$ cat src/design/prefix_varint_stream_writer_defines.svh
// ---------------------------------------------------------------------------
// Assertion macros for the varint stream writer
// Shared concurrent assertion forms, clocked on clk_i, off during reset.
// ---------------------------------------------------------------------------
`ifndef PREFIX_VARINT_STREAM_WRITER_DEFINES_SVH
`define PREFIX_VARINT_STREAM_WRITER_DEFINES_SVH

// Same-cycle implication.
`define PVSW_ASSERT_NOW(label, ante, cons, msg) \
  label: assert property (@(posedge clk_i) disable iff (!rst_ni) (ante) |-> (cons)) \
    else $error(msg);

// Next-cycle implication.
`define PVSW_ASSERT_NEXT(label, ante, cons, msg) \
  label: assert property (@(posedge clk_i) disable iff (!rst_ni) (ante) |=> (cons)) \
    else $error(msg);

`endif

$ cat src/design/pvsw_pkg.sv
// ---------------------------------------------------------------------------
// Varint stream writer package
// Item kinds, byte command format and fixed constants.
// ---------------------------------------------------------------------------
package pvsw_pkg;

  // Widest alignment a gap may ask for, as log2 of bytes.
  localparam int unsigned MaxAlignLog2 = 6;
  // Byte count of one command: up to 2^MaxAlignLog2 - 1 pad bytes.
  localparam int unsigned LenW = 6;

  localparam logic [7:0] PadByte = 8'hCC;

  typedef enum logic [1:0] {
    KIND_VARINT = 2'd0,
    KIND_RAW    = 2'd1,
    KIND_PAD    = 2'd2
  } kind_e;

  // One queued command: a run of len bytes.
  typedef struct packed {
    logic            pad;    // every byte is the pad byte
    logic [7:0]      first;  // first byte
    logic [63:0]     rest;   // following bytes, MSB-aligned, sent high first
    logic [LenW-1:0] len;    // total bytes, never zero
  } cmd_t;

endpackage

$ cat src/design/pvsw_if.sv
// ---------------------------------------------------------------------------
// Varint stream writer channels
// Input item channel and output byte channel, valid/ready handshake.
// ---------------------------------------------------------------------------
interface pvsw_in_if;
  logic        valid;
  logic        ready;
  logic [1:0]  kind;
  logic [63:0] value;
  logic [7:0]  raw_byte;
  logic [2:0]  align_log2;

  modport source (output valid, kind, value, raw_byte, align_log2, input ready);
  modport sink   (input valid, kind, value, raw_byte, align_log2, output ready);
endinterface

interface pvsw_out_if;
  logic        valid;
  logic        ready;
  logic [7:0]  out_byte;
  logic        last;
  logic [63:0] byte_count;

  modport source (output valid, out_byte, last, byte_count, input ready);
  modport sink   (input valid, out_byte, last, byte_count, output ready);
endinterface

$ cat src/design/pvsw_front.sv
// ---------------------------------------------------------------------------
// Varint stream writer front end
// Accepts items, sizes varints and gaps, and pushes byte commands.
// ---------------------------------------------------------------------------
module pvsw_front (
  input  logic             clk_i,
  input  logic             rst_ni,
  pvsw_in_if.sink          in_i,
  input  logic             full_i,
  output logic             push_o,
  output pvsw_pkg::cmd_t   cmd_o
);
  import pvsw_pkg::*;

  logic [LenW-1:0] sched_q, sched_d;  // low bits of the byte count once queued work is sent
  logic            accept;
  logic [3:0]      extra;
  logic [2:0]      lg_eff;
  logic [LenW-1:0] pad_mask;
  logic [LenW-1:0] pad_len;
  cmd_t            cmd;
  logic            has_bytes;

  assign in_i.ready = !full_i;
  assign accept     = in_i.valid && in_i.ready;

  // Varint length from the highest nonzero 7-bit group.
  always_comb begin
    if (|in_i.value[63:56])      extra = 4'd8;
    else if (|in_i.value[55:49]) extra = 4'd7;
    else if (|in_i.value[48:42]) extra = 4'd6;
    else if (|in_i.value[41:35]) extra = 4'd5;
    else if (|in_i.value[34:28]) extra = 4'd4;
    else if (|in_i.value[27:21]) extra = 4'd3;
    else if (|in_i.value[20:14]) extra = 4'd2;
    else if (|in_i.value[13:7])  extra = 4'd1;
    else                         extra = 4'd0;
  end

  // Gap length from the count the stream will have reached.
  assign lg_eff   = (in_i.align_log2 > 3'(MaxAlignLog2)) ? 3'(MaxAlignLog2)
                                                          : in_i.align_log2;
  assign pad_mask = LenW'((7'd1 << lg_eff) - 7'd1);
  assign pad_len  = (LenW'(0) - sched_q) & pad_mask;

  always_comb begin
    cmd       = '0;
    has_bytes = 1'b0;
    case (in_i.kind)
      KIND_VARINT: begin
        has_bytes = 1'b1;
        cmd.len   = LenW'(extra) + LenW'(1);
        cmd.rest  = in_i.value << (7'd64 - {extra, 3'b000});
        case (extra)
          4'd0:    cmd.first = {1'b0, in_i.value[6:0]};
          4'd1:    cmd.first = {2'b10, in_i.value[13:8]};
          4'd2:    cmd.first = {3'b110, in_i.value[20:16]};
          4'd3:    cmd.first = {4'b1110, in_i.value[27:24]};
          4'd4:    cmd.first = {5'b11110, in_i.value[34:32]};
          4'd5:    cmd.first = {6'b111110, in_i.value[41:40]};
          4'd6:    cmd.first = {7'b1111110, in_i.value[48]};
          4'd7:    cmd.first = 8'hFE;
          default: cmd.first = 8'hFF;
        endcase
      end
      KIND_RAW: begin
        has_bytes = 1'b1;
        cmd.first = in_i.raw_byte;
        cmd.len   = LenW'(1);
      end
      KIND_PAD: begin
        // Drop a gap that is already aligned.
        has_bytes = (pad_len != '0);
        cmd.pad   = 1'b1;
        cmd.first = PadByte;
        cmd.len   = pad_len;
      end
      default: begin
        has_bytes = 1'b0;  // unused kind: drop
      end
    endcase
  end

  assign push_o  = accept && has_bytes;
  assign cmd_o   = cmd;
  assign sched_d = push_o ? sched_q + cmd.len : sched_q;

  always_ff @(posedge clk_i or negedge rst_ni) begin
    if (!rst_ni) begin
      sched_q <= '0;
    end else begin
      sched_q <= sched_d;
    end
  end

endmodule

$ cat src/design/pvsw_fifo.sv
// ---------------------------------------------------------------------------
// Varint stream writer command queue
// Small first-in first-out buffer between front end and byte sender.
// ---------------------------------------------------------------------------
module pvsw_fifo #(
  parameter int unsigned Depth = 2
) (
  input  logic           clk_i,
  input  logic           rst_ni,
  input  logic           push_i,
  input  pvsw_pkg::cmd_t push_cmd_i,
  output logic           full_o,
  input  logic           pop_i,
  output logic           valid_o,
  output pvsw_pkg::cmd_t head_o
);
  import pvsw_pkg::*;

  localparam int unsigned PtrW = (Depth > 1) ? $clog2(Depth) : 1;
  localparam int unsigned CntW = $clog2(Depth + 1);

  cmd_t            mem_q [Depth];
  logic [PtrW-1:0] wr_q, wr_d, rd_q, rd_d;
  logic [CntW-1:0] cnt_q, cnt_d;
  logic            do_push, do_pop;

  assign full_o  = (cnt_q == CntW'(Depth));
  assign valid_o = (cnt_q != '0);
  assign head_o  = mem_q[rd_q];
  assign do_push = push_i && !full_o;
  assign do_pop  = pop_i && valid_o;

  always_comb begin
    wr_d  = wr_q;
    rd_d  = rd_q;
    cnt_d = cnt_q;
    if (do_push) begin
      wr_d = (wr_q == PtrW'(Depth - 1)) ? '0 : wr_q + PtrW'(1);
    end
    if (do_pop) begin
      rd_d = (rd_q == PtrW'(Depth - 1)) ? '0 : rd_q + PtrW'(1);
    end
    if (do_push && !do_pop) begin
      cnt_d = cnt_q + CntW'(1);
    end else if (do_pop && !do_push) begin
      cnt_d = cnt_q - CntW'(1);
    end
  end

  always_ff @(posedge clk_i) begin
    if (do_push) begin
      mem_q[wr_q] <= push_cmd_i;
    end
  end

  always_ff @(posedge clk_i or negedge rst_ni) begin
    if (!rst_ni) begin
      wr_q  <= '0;
      rd_q  <= '0;
      cnt_q <= '0;
    end else begin
      wr_q  <= wr_d;
      rd_q  <= rd_d;
      cnt_q <= cnt_d;
    end
  end

endmodule

$ cat src/design/pvsw_back.sv
// ---------------------------------------------------------------------------
// Varint stream writer byte sender
// Plays queued commands out one byte per cycle while the output is ready and keeps the byte count.
// ---------------------------------------------------------------------------
`include "prefix_varint_stream_writer_defines.svh"

module pvsw_back (
  input  logic           clk_i,
  input  logic           rst_ni,
  input  logic           cmd_valid_i,
  input  pvsw_pkg::cmd_t cmd_i,
  output logic           pop_o,
  pvsw_out_if.source     out_o
);
  import pvsw_pkg::*;

  logic            busy_q, busy_d;
  cmd_t            cmd_q, cmd_d;
  logic [LenW-1:0] idx_q, idx_d;
  logic [63:0]     count_q, count_d;
  logic            out_valid_q, out_valid_d;
  logic [7:0]      out_byte_q;
  logic            out_last_q;
  logic [63:0]     out_count_q;
  logic            out_adv, emit, is_last, done;
  logic [7:0]      cur_byte;

  assign out_adv  = !out_valid_q || out_o.ready;
  assign emit     = busy_q && out_adv;
  assign is_last  = (idx_q == cmd_q.len - LenW'(1));
  assign done     = emit && is_last;
  assign pop_o    = cmd_valid_i && (!busy_q || done);
  assign cur_byte = cmd_q.pad ? PadByte : ((idx_q == '0) ? cmd_q.first : cmd_q.rest[63:56]);
  assign count_d  = emit ? count_q + 64'd1 : count_q;

  always_comb begin
    busy_d      = busy_q;
    cmd_d       = cmd_q;
    idx_d       = idx_q;
    out_valid_d = out_o.ready ? 1'b0 : out_valid_q;
    if (emit) begin
      out_valid_d = 1'b1;
      idx_d       = idx_q + LenW'(1);
      if (!cmd_q.pad && idx_q != '0) begin
        cmd_d.rest = {cmd_q.rest[55:0], 8'h00};
      end
      if (is_last) begin
        busy_d = 1'b0;
      end
    end
    if (pop_o) begin
      busy_d = 1'b1;
      cmd_d  = cmd_i;
      idx_d  = '0;
    end
  end

  always_ff @(posedge clk_i) begin
    cmd_q <= cmd_d;
    if (emit) begin
      out_byte_q  <= cur_byte;
      out_last_q  <= is_last;
      out_count_q <= count_d;
    end
  end

  always_ff @(posedge clk_i or negedge rst_ni) begin
    if (!rst_ni) begin
      busy_q      <= 1'b0;
      idx_q       <= '0;
      count_q     <= '0;
      out_valid_q <= 1'b0;
    end else begin
      busy_q      <= busy_d;
      idx_q       <= idx_d;
      count_q     <= count_d;
      out_valid_q <= out_valid_d;
    end
  end

  assign out_o.valid      = out_valid_q;
  assign out_o.out_byte   = out_byte_q;
  assign out_o.last       = out_last_q;
  assign out_o.byte_count = out_count_q;

  `PVSW_ASSERT_NOW(a_idx_in_range, busy_q, idx_q < cmd_q.len, "byte index past command end")
  `PVSW_ASSERT_NOW(a_pop_when_free, pop_o, !busy_q || done, "command taken while busy")
  `PVSW_ASSERT_NEXT(a_count_step, emit, out_valid_q && count_q == $past(count_q) + 64'd1 && out_o.byte_count == count_q, "byte count not advanced with beat")

endmodule

$ cat src/design/prefix_varint_stream_writer.sv
// ---------------------------------------------------------------------------
// Prefix-length varint stream writer
// Serializes varints, raw bytes and alignment gaps into a counted byte stream.
// ---------------------------------------------------------------------------
// The output carries one byte per beat at up to one beat per clock, each
// tagged with the running 64-bit byte count (wrapping) and a last flag on the
// final byte of its item. An item yields as many output beats as it has
// bytes: 1 to 9 for a varint, 1 for a raw byte, 0 to 63 for a gap (gaps that
// are already aligned and kind 3 produce nothing and cost only the input
// beat). The byte sender sets the output rate; the input side keeps taking
// items into the command queue while bytes drain, so the first byte of an
// item passes through the queue, the sender's command register and the
// output register when the queue is empty, and consecutive items run without
// bubbles. QueueDepth sets how many sized items can wait ahead of the sender.
// ---------------------------------------------------------------------------
module prefix_varint_stream_writer #(
  parameter int unsigned QueueDepth = 2
) (
  input  logic       clk_i,
  input  logic       rst_ni,
  pvsw_in_if.sink    in_i,
  pvsw_out_if.source out_o
);
  import pvsw_pkg::*;

  // Front to queue.
  logic push;
  cmd_t push_cmd;
  logic full;

  // Queue to sender.
  logic cmd_valid;
  cmd_t head_cmd;
  logic pop;

  // Classify items, size varints and gaps; gap size uses the count the
  // stream will have once everything ahead of it is sent.
  pvsw_front u_front (
    .clk_i  (clk_i),
    .rst_ni (rst_ni),
    .in_i   (in_i),
    .full_i (full),
    .push_o (push),
    .cmd_o  (push_cmd)
  );

  // Hold sized commands so either side can stall on its own.
  pvsw_fifo #(
    .Depth (QueueDepth)
  ) u_fifo (
    .clk_i      (clk_i),
    .rst_ni     (rst_ni),
    .push_i     (push),
    .push_cmd_i (push_cmd),
    .full_o     (full),
    .pop_i      (pop),
    .valid_o    (cmd_valid),
    .head_o     (head_cmd)
  );

  // Send bytes, advance the running count, register the output beat.
  pvsw_back u_back (
    .clk_i       (clk_i),
    .rst_ni      (rst_ni),
    .cmd_valid_i (cmd_valid),
    .cmd_i       (head_cmd),
    .pop_o       (pop),
    .out_o       (out_o)
  );

endmodule

$ cat src/flat_wrapper.sv
// flat-port wrapper written by rule: the top's interface ports become plain ports
module prefix_varint_stream_writer_flat import pvsw_pkg::*;
#(
  parameter int unsigned QueueDepth = 2
)
  (clk_i, rst_ni, in_i_valid, in_i_kind, in_i_value, in_i_raw_byte, in_i_align_log2, in_i_ready, out_o_valid, out_o_out_byte, out_o_last, out_o_byte_count, out_o_ready);
  pvsw_in_if in_i_i ();
  pvsw_out_if out_o_i ();
  input  logic clk_i;
  input  logic rst_ni;
  input wire logic [$bits(in_i_i.valid)-1:0] in_i_valid;
  input wire logic [$bits(in_i_i.kind)-1:0] in_i_kind;
  input wire logic [$bits(in_i_i.value)-1:0] in_i_value;
  input wire logic [$bits(in_i_i.raw_byte)-1:0] in_i_raw_byte;
  input wire logic [$bits(in_i_i.align_log2)-1:0] in_i_align_log2;
  output wire logic [$bits(in_i_i.ready)-1:0] in_i_ready;
  output wire logic [$bits(out_o_i.valid)-1:0] out_o_valid;
  output wire logic [$bits(out_o_i.out_byte)-1:0] out_o_out_byte;
  output wire logic [$bits(out_o_i.last)-1:0] out_o_last;
  output wire logic [$bits(out_o_i.byte_count)-1:0] out_o_byte_count;
  input wire logic [$bits(out_o_i.ready)-1:0] out_o_ready;
  assign in_i_i.valid = in_i_valid;
  assign in_i_i.kind = in_i_kind;
  assign in_i_i.value = in_i_value;
  assign in_i_i.raw_byte = in_i_raw_byte;
  assign in_i_i.align_log2 = in_i_align_log2;
  assign in_i_ready = in_i_i.ready;
  assign out_o_valid = out_o_i.valid;
  assign out_o_out_byte = out_o_i.out_byte;
  assign out_o_last = out_o_i.last;
  assign out_o_byte_count = out_o_i.byte_count;
  assign out_o_i.ready = out_o_ready;
  prefix_varint_stream_writer #(.QueueDepth(QueueDepth)) u_core (.clk_i(clk_i), .rst_ni(rst_ni), .in_i(in_i_i), .out_o(out_o_i));
endmodule
$ cat config.mk
export PLATFORM = sky130hd
export DESIGN_NAME = prefix_varint_stream_writer_flat
export DESIGN_NICKNAME = d
export VERILOG_FILES = /design/src/design/pvsw_pkg.sv /design/src/design/pvsw_if.sv /design/src/design/pvsw_front.sv /design/src/design/pvsw_fifo.sv /design/src/design/pvsw_back.sv /design/src/design/prefix_varint_stream_writer.sv /design/src/flat_wrapper.sv
export VERILOG_INCLUDE_DIRS = /design/src /design/src/design
export SDC_FILE = /design/constraint.sdc
export NUM_CORES = 1
export LEC_CHECK = 0
export BUFFER_PORTS_ARGS = -buffer_cell sky130_fd_sc_hd__buf_2
export CORE_AREA = 5 5 179 181
export DETAILED_ROUTE_END_ITERATION = 10
export DIE_AREA = 0 0 184 186
export MAX_ROUTING_LAYER = met4
export PLACE_DENSITY = 0.89
export SKIP_LAST_GASP = 1
export SLEW_MARGIN = 10
export SYNTH_ARGS = -nofsm -noshare
export SYNTH_HDL_FRONTEND = slang
export SYNTH_SLANG_ARGS = --single-unit
$ cat constraint.sdc
create_clock -name clk_i -period 11.2 [get_ports clk_i]
set_clock_uncertainty 0.15 [all_clocks]
set_input_delay 1.12 -clock clk_i [delete_from_list [all_inputs] [get_ports clk_i]]
set_output_delay 1.12 -clock clk_i [all_outputs]
set_load 0.01 [all_outputs]
-- Yosys cells after proc, flatten, opt, wreduce, memory -nomap -nowiden
Memory sizes are Yosys's and may differ from the RTL's.
Index checks and enable logic that the tools add are counted.
- memories: 1
- logic and storage cells: 116
- memory bits (writable): 158
- output and inout port bits: 75
- input port bits: 81
- flip-flop bits (word level): 234
- reduce and logical (&&, ||, !) cells: 40
- shifts and indexed selects: 2
- bitwise gates (word level): 1
- equal/unequal tests: 11
- $add $sub $neg: 12
- $lt $le $gt $ge: 1
- muxes and demuxes: 33
- memories (name ; words ; width ; read ports ; clocked after memory_dff ; write ports ; line ; source):
    u_core.u_fifo.mem_q ; 2 ; 79 ; 1 ; 0 ; 1 ; pvsw_fifo.sv:22 ; cmd_t mem_q [Depth];
- operators with widths (kind ; number):
    $mux W64 ; 4
    $mux W70 ; 1
    $add A64 B1 Y64 const B ; 1
    $pmux W8 S8 ; 1
    $shl A64 B7 Y64 ; 1
    $reduce_or A7 Y1 ; 7
    $pmux W8 S3 ; 1
    $pmux W6 S3 ; 1
    $eq A4 B3 Y1 const B ; 4
    $mux W3 ; 5
    $mux W6 ; 2
    $reduce_bool A2 Y1 ; 6
    $reduce_bool A6 Y1 ; 2
    $sub A6 B1 Y6 const B ; 2
    $mux W1 ; 11
    $logic_and A1 B1 Y1 ; 10
    $eq A4 B2 Y1 const B ; 2
    $mux W2 ; 4
    $mux W8 ; 1
    $reduce_or A8 Y1 ; 1
    $sub A7 B7 Y7 const A ; 1
    $add A6 B1 Y6 const B ; 1
    $add A6 B6 Y6 ; 1
    $and A6 B6 Y6 ; 1
    other kinds (20) ; 29

-- Logic depth before layout (Yosys ltp)
- depth after elaboration: 13
- gate-level depth with buffers: 19
- depth with buffers taken out: 15

-- By module
A second synthesis with hierarchy kept.
- cell total of the unflattened synthesis: 1262
- area total of the unflattened synthesis: 18347.6 µm²
- modules (own cells, without submodules) (module ; times used ; sequential area each (µm²) ; area each (µm²) ; cells each):
    pvsw_back ; 1 ; 6366.1 ; 9034.9 ; 590
    pvsw_fifo ; 1 ; 4844.6 ; 6302.3 ; 265
    pvsw_front ; 1 ; 150.1 ; 3010.4 ; 407

-- Worst setup path before layout
No wires, ideal clock.
- path kind: input to register
- start: input port out_o_ready
- end: register u_core.u_back.cmd_q[10] in the netlist's numbering (enable)
- buffers on the path: 0
- library setup time: 0.581 ns
- data required time: 10.469 ns
- arrival: 6.202 ns
- setup slack: 4.267 ns
- cell stages on the path: 3
- cell sequence: nand2b_1 -> nand2_1 -> o31ai_1
- cells in the longest elaborated chain, start to end: 7
- elaborated cells between the ends (all ways): 8
- classes of those cells: 8 x reduce/logical
- ends and longest elaborated chain (what ; line ; source):
    from (decl) ; flat_wrapper.sv:21 ; input wire logic [$bits(out_o_i.ready)-1:0] out_o_ready;
    $logic_or A1 B1 Y1 * ; pvsw_back.sv:28 ; assign out_adv = !out_valid_q || out_o.ready;
    $logic_and A1 B1 Y1 * ; pvsw_back.sv:29 ; assign emit = busy_q && out_adv;
    $logic_and A1 B1 Y1 ; pvsw_back.sv:31 ; assign done = emit && is_last;
    $logic_or A1 B1 Y1 ; pvsw_back.sv:32 ; assign pop_o = cmd_valid_i && (!busy_q || done);
    $logic_and A1 B1 Y1 ; pvsw_back.sv:32 ;
    $reduce_bool A2 Y1 (no source line) ; - ;
    $reduce_and A2 Y1 (no source line) * ; - ;
    to (signal assigned) ; pvsw_back.sv:59 ; cmd_q <= cmd_d;
    to (decl) ; pvsw_back.sv:18 ; cmd_t cmd_q, cmd_d;
Every way passes the cells marked *; elsewhere a longest branch is shown, timed or not.
A chain may end at the register's enable or synchronous reset.

==> results by group <==
Global route
  • First-pass GRT wire length: 72.1 mm
  • GRT Total Usage: 28.3%
  • Vias in the first global route: 12300
  • Largest net degree at the start of global routing: 98
  • Grt ovf: 0
  • Initial antenna violation count: 1

Timing
  • Fmax: 174 MHz
  • Crit share post-route: 51.3%
  • Setup Viol. Count Final: 0
  • Final Max Slew Viols: 0
  • Setup_tns: 0 ns
  • Final count of hold timing violations: 0
  • Slew headroom: 13.7%
  • RSZ-0062 raised after global routing: false
  • Final WS setup: 5.46 ns
  • Fin Hold WS: 0.344 ns
  • Fin crit period: 5.74 ns
  • Slew @ Worst Pin: 1.29 ns

Run
  • Max-Cap Viols: 0

Synthesis
  • Register area share after synthesis: 63.6%
  • Post-synth ARST share: 20.9%
  • Number of synthesized flops with an enable pin: 310
  • Yosys Warn Count: 0
  • Syn nets: 1449
  • Cell count after synthesis: 1350
  • Seq cells post-synth: 392
  • Synth cell types: 69
  • Mean Syn Cell Area: 13.2 um2
  • Cell area after synthesis: 17900 um2
  • Predominant post-synthesis flop cell: edfxtp_1

Worst setup path
  • Worst r2r path cells: 9
  • CP Class: in2reg
  • Worst EP arrival: 5.93 ns
  • CP Launch Point: in_i_value[60]
  • CP Capture Type: register
  • Reg-to-reg critical path startpoint: u_core.u_back.cmd_q[0]$_DFFE_PP_
  • Crit path launch type: input port
  • Max FO, Critical Path: 34
  • CP Data Required Time: 11.39 ns

Pwr
  • Leak: 7.70 nW
  • Worst VDD drop: 0.000146 V
  • Psw: 1.05 mW
  • Power share of the clock group: 33.0%
  • Seq pwr share: 50.7%
  • P per Cell Area: 190 nW/um2
  • Net Sw Frac: 27.3%
  • Design Power: 3.84 mW
  • Internal Pwr Total: 2.80 mW
  • Comb power frac: 16.3%

Detailed routing
  • Router iterations before antenna repair: 7
  • Routed Antenna Nets: 0
  • Via-per-instance ratio: 6.43
  • Vias: 12300
  • DR iter-0 viols: 1428
  • Wire per inst: 24.7 um
  • Final WL: 47.4 mm
  • Drt drc: 0

Layout
  • Post-layout util: 66.8%
  • Filler cells: 2032
  • Synthesis-to-layout area growth: 13.1%
  • Fin area: 20200 um2
  • Share of cells above drive strength 1: 19.7%
  • Most common cell after layout, fill and taps aside: edfxtp_1
  • # nets final: 1591
  • Post-Layout Cell Count: 1920
  • Most frequent cells in the layout: 310 x edfxtp_1, 154 x buf_2, 121 x nor2_1

Floorplanning
  • Initial Util: 59.0%
  • Io pins: 156
  • Core box area: 30300 um2
  • Vert. Die Dim: 186 um
  • Rows: 64
  • Die area: 34200 um2
  • Die X: 184 um

Clocking
  • Setup repair bufs after CTS: 0
  • Hold Buf Count CTS: 0
  • Number of gates resized after cts: 0
  • TritonCTS buffer count: 39
  • Clock Pin Slew Worst Setup and Hold Paths: 0.06 ns
  • Clock Latency Late Sink: 0.54 ns
  • CTS H-tree depth: 2
  • Clock sink total: 392
  • Max Root-Sink Buffers: 3
  • Root buf cell: clkbuf_16
  • TritonCTS clock tree: built

Placed design
  • Buffers on Ports: 155
  • Dpl cell area: 19000 um2
  • DP Worst Slack: 4.99 ns
  • Placed Cells: 1847
  • Final GP Congestion: 1.06
  • DP Wirelength: 32.2 mm

Min path
  • Min-delay src: u_core.u_front.sched_q[5]$_DFFE_PN0N_
  • Worst Hold Class: reg2reg
  • Hold Crit Depth: 1

Run status
  • Status: complete, no violations
[worst max-delay path, cell delays in order]
cell      delay (ns)
buf_2           0.11
nor4_1          0.49
nand4_1         0.31
a311oi_4        0.33
buf_4           0.44
nor2_8          0.22
ha_1            0.82
buf_4           0.47
inv_1           0.10
a211oi_1        1.01
o21ai_0         0.28
o211ai_1        0.21
[power by group through the flow]
stage	Sequential (mW)	Clock, mW	Combinational, mW
2_1_floorplan	1.94	0	0.447
3_3_place_gp	1.96	0	0.593
3_5_place_dp	1.97	0	0.616
4_1_cts	1.95	1.28	0.625
5_1_grt	1.96	1.35	0.681
6_report	1.95	1.27	0.626
[synthesized netlist by cell type, drive strengths merged (9+ instances only)]
master   number  area (um2)
nand4        24         150
mux2i        73         731
and2          9        56.3
nand2        63         236
buf          27         179
mux2         17         191
inv          55         209
xnor2        59         517
xor2         28         245
a211oi       36         280
o21ai        28         140
and4         14         123
o2bb2ai      10        87.6
nor3         45         225
nand3        33         165
mux4         22         495
nor2        123         480
edfxtp      310        9310
clkbuf       43         161
and3         20         125
nor4         17         143
ha           17         213
dfrtp        82        2050
a31oi        10        62.6
a21oi        79         433
[routing by layer]
metal  global-route usage (%)  share of wire, %
met4                     9.55               3.7
met1                     38.0                40
met5                        -                 0
met2                     45.0                48
met3                     4.16               8.1
[area by class of cell]
type	instances	area, um2	share of cell area [%]
sequential	392	11400	56.2
clock inverter	19	191	0.947
timing repair buffer	171	898	4.44
antenna	1	2.50	0.0124
inverter	56	215	1.06
clock buffer	53	1070	5.29
multi-input combinational	832	5980	29.6
tap	396	495	2.45
[sequential cells by signal, indices dropped and copies added (netlist names)]
| register | count |
|---|---|
| u_core.u_back.count_q | 64 |
| u_core.u_fifo.cnt_q | 2 |
| u_core.u_fifo.mem_q | 158 |
| u_core.u_back.out_o.out_byte | 8 |
| u_core.u_back.cmd_q | 79 |
| u_core.u_fifo.rd_q | 1 |
| u_core.u_back.out_o.valid | 1 |
| u_core.u_back.busy_q | 1 |
| u_core.u_back.out_o.byte_count | 64 |
| u_core.u_back.out_o.last | 1 |
| u_core.u_fifo.wr_q | 1 |
| u_core.u_back.idx_q | 6 |
| u_core.u_front.sched_q | 6 |
[path summary, 6_finish.rpt]
path / end / slack (ns)
setup / recovery: u_core.u_fifo.mem_q[1][48]$_DFFE_PP_ / 5.46
hold / removal: u_core.u_front.sched_q[5]$_DFFE_PN0N_ / 0.34
setup reg to reg: u_core.u_back.cmd_q[68]$_DFFE_PP_ / 6.87
hold reg to reg: u_core.u_front.sched_q[5]$_DFFE_PN0N_ / 0.34
max in group asynchronous: u_core.u_fifo.rd_q$_DFFE_PN0P_ / 9.50
min in group asynchronous: u_core.u_back.count_q[34]$_DFF_PN0_ / 0.63
[kinds of logic after synthesis]
kind of cell             Yosys count  synth area share (%)
multiplexers                     112                  7.93
adder cells (fa/ha/maj)           18                  1.30
flip-flops                       392                  63.6
AO/OA/AOI/OAI                    231                  8.93
AND/OR/NAND/NOR                  384                  10.9
buffers and inverters            126                  3.09
XOR/XNOR                          87                  4.26
(Power assumes the default switching activity.)
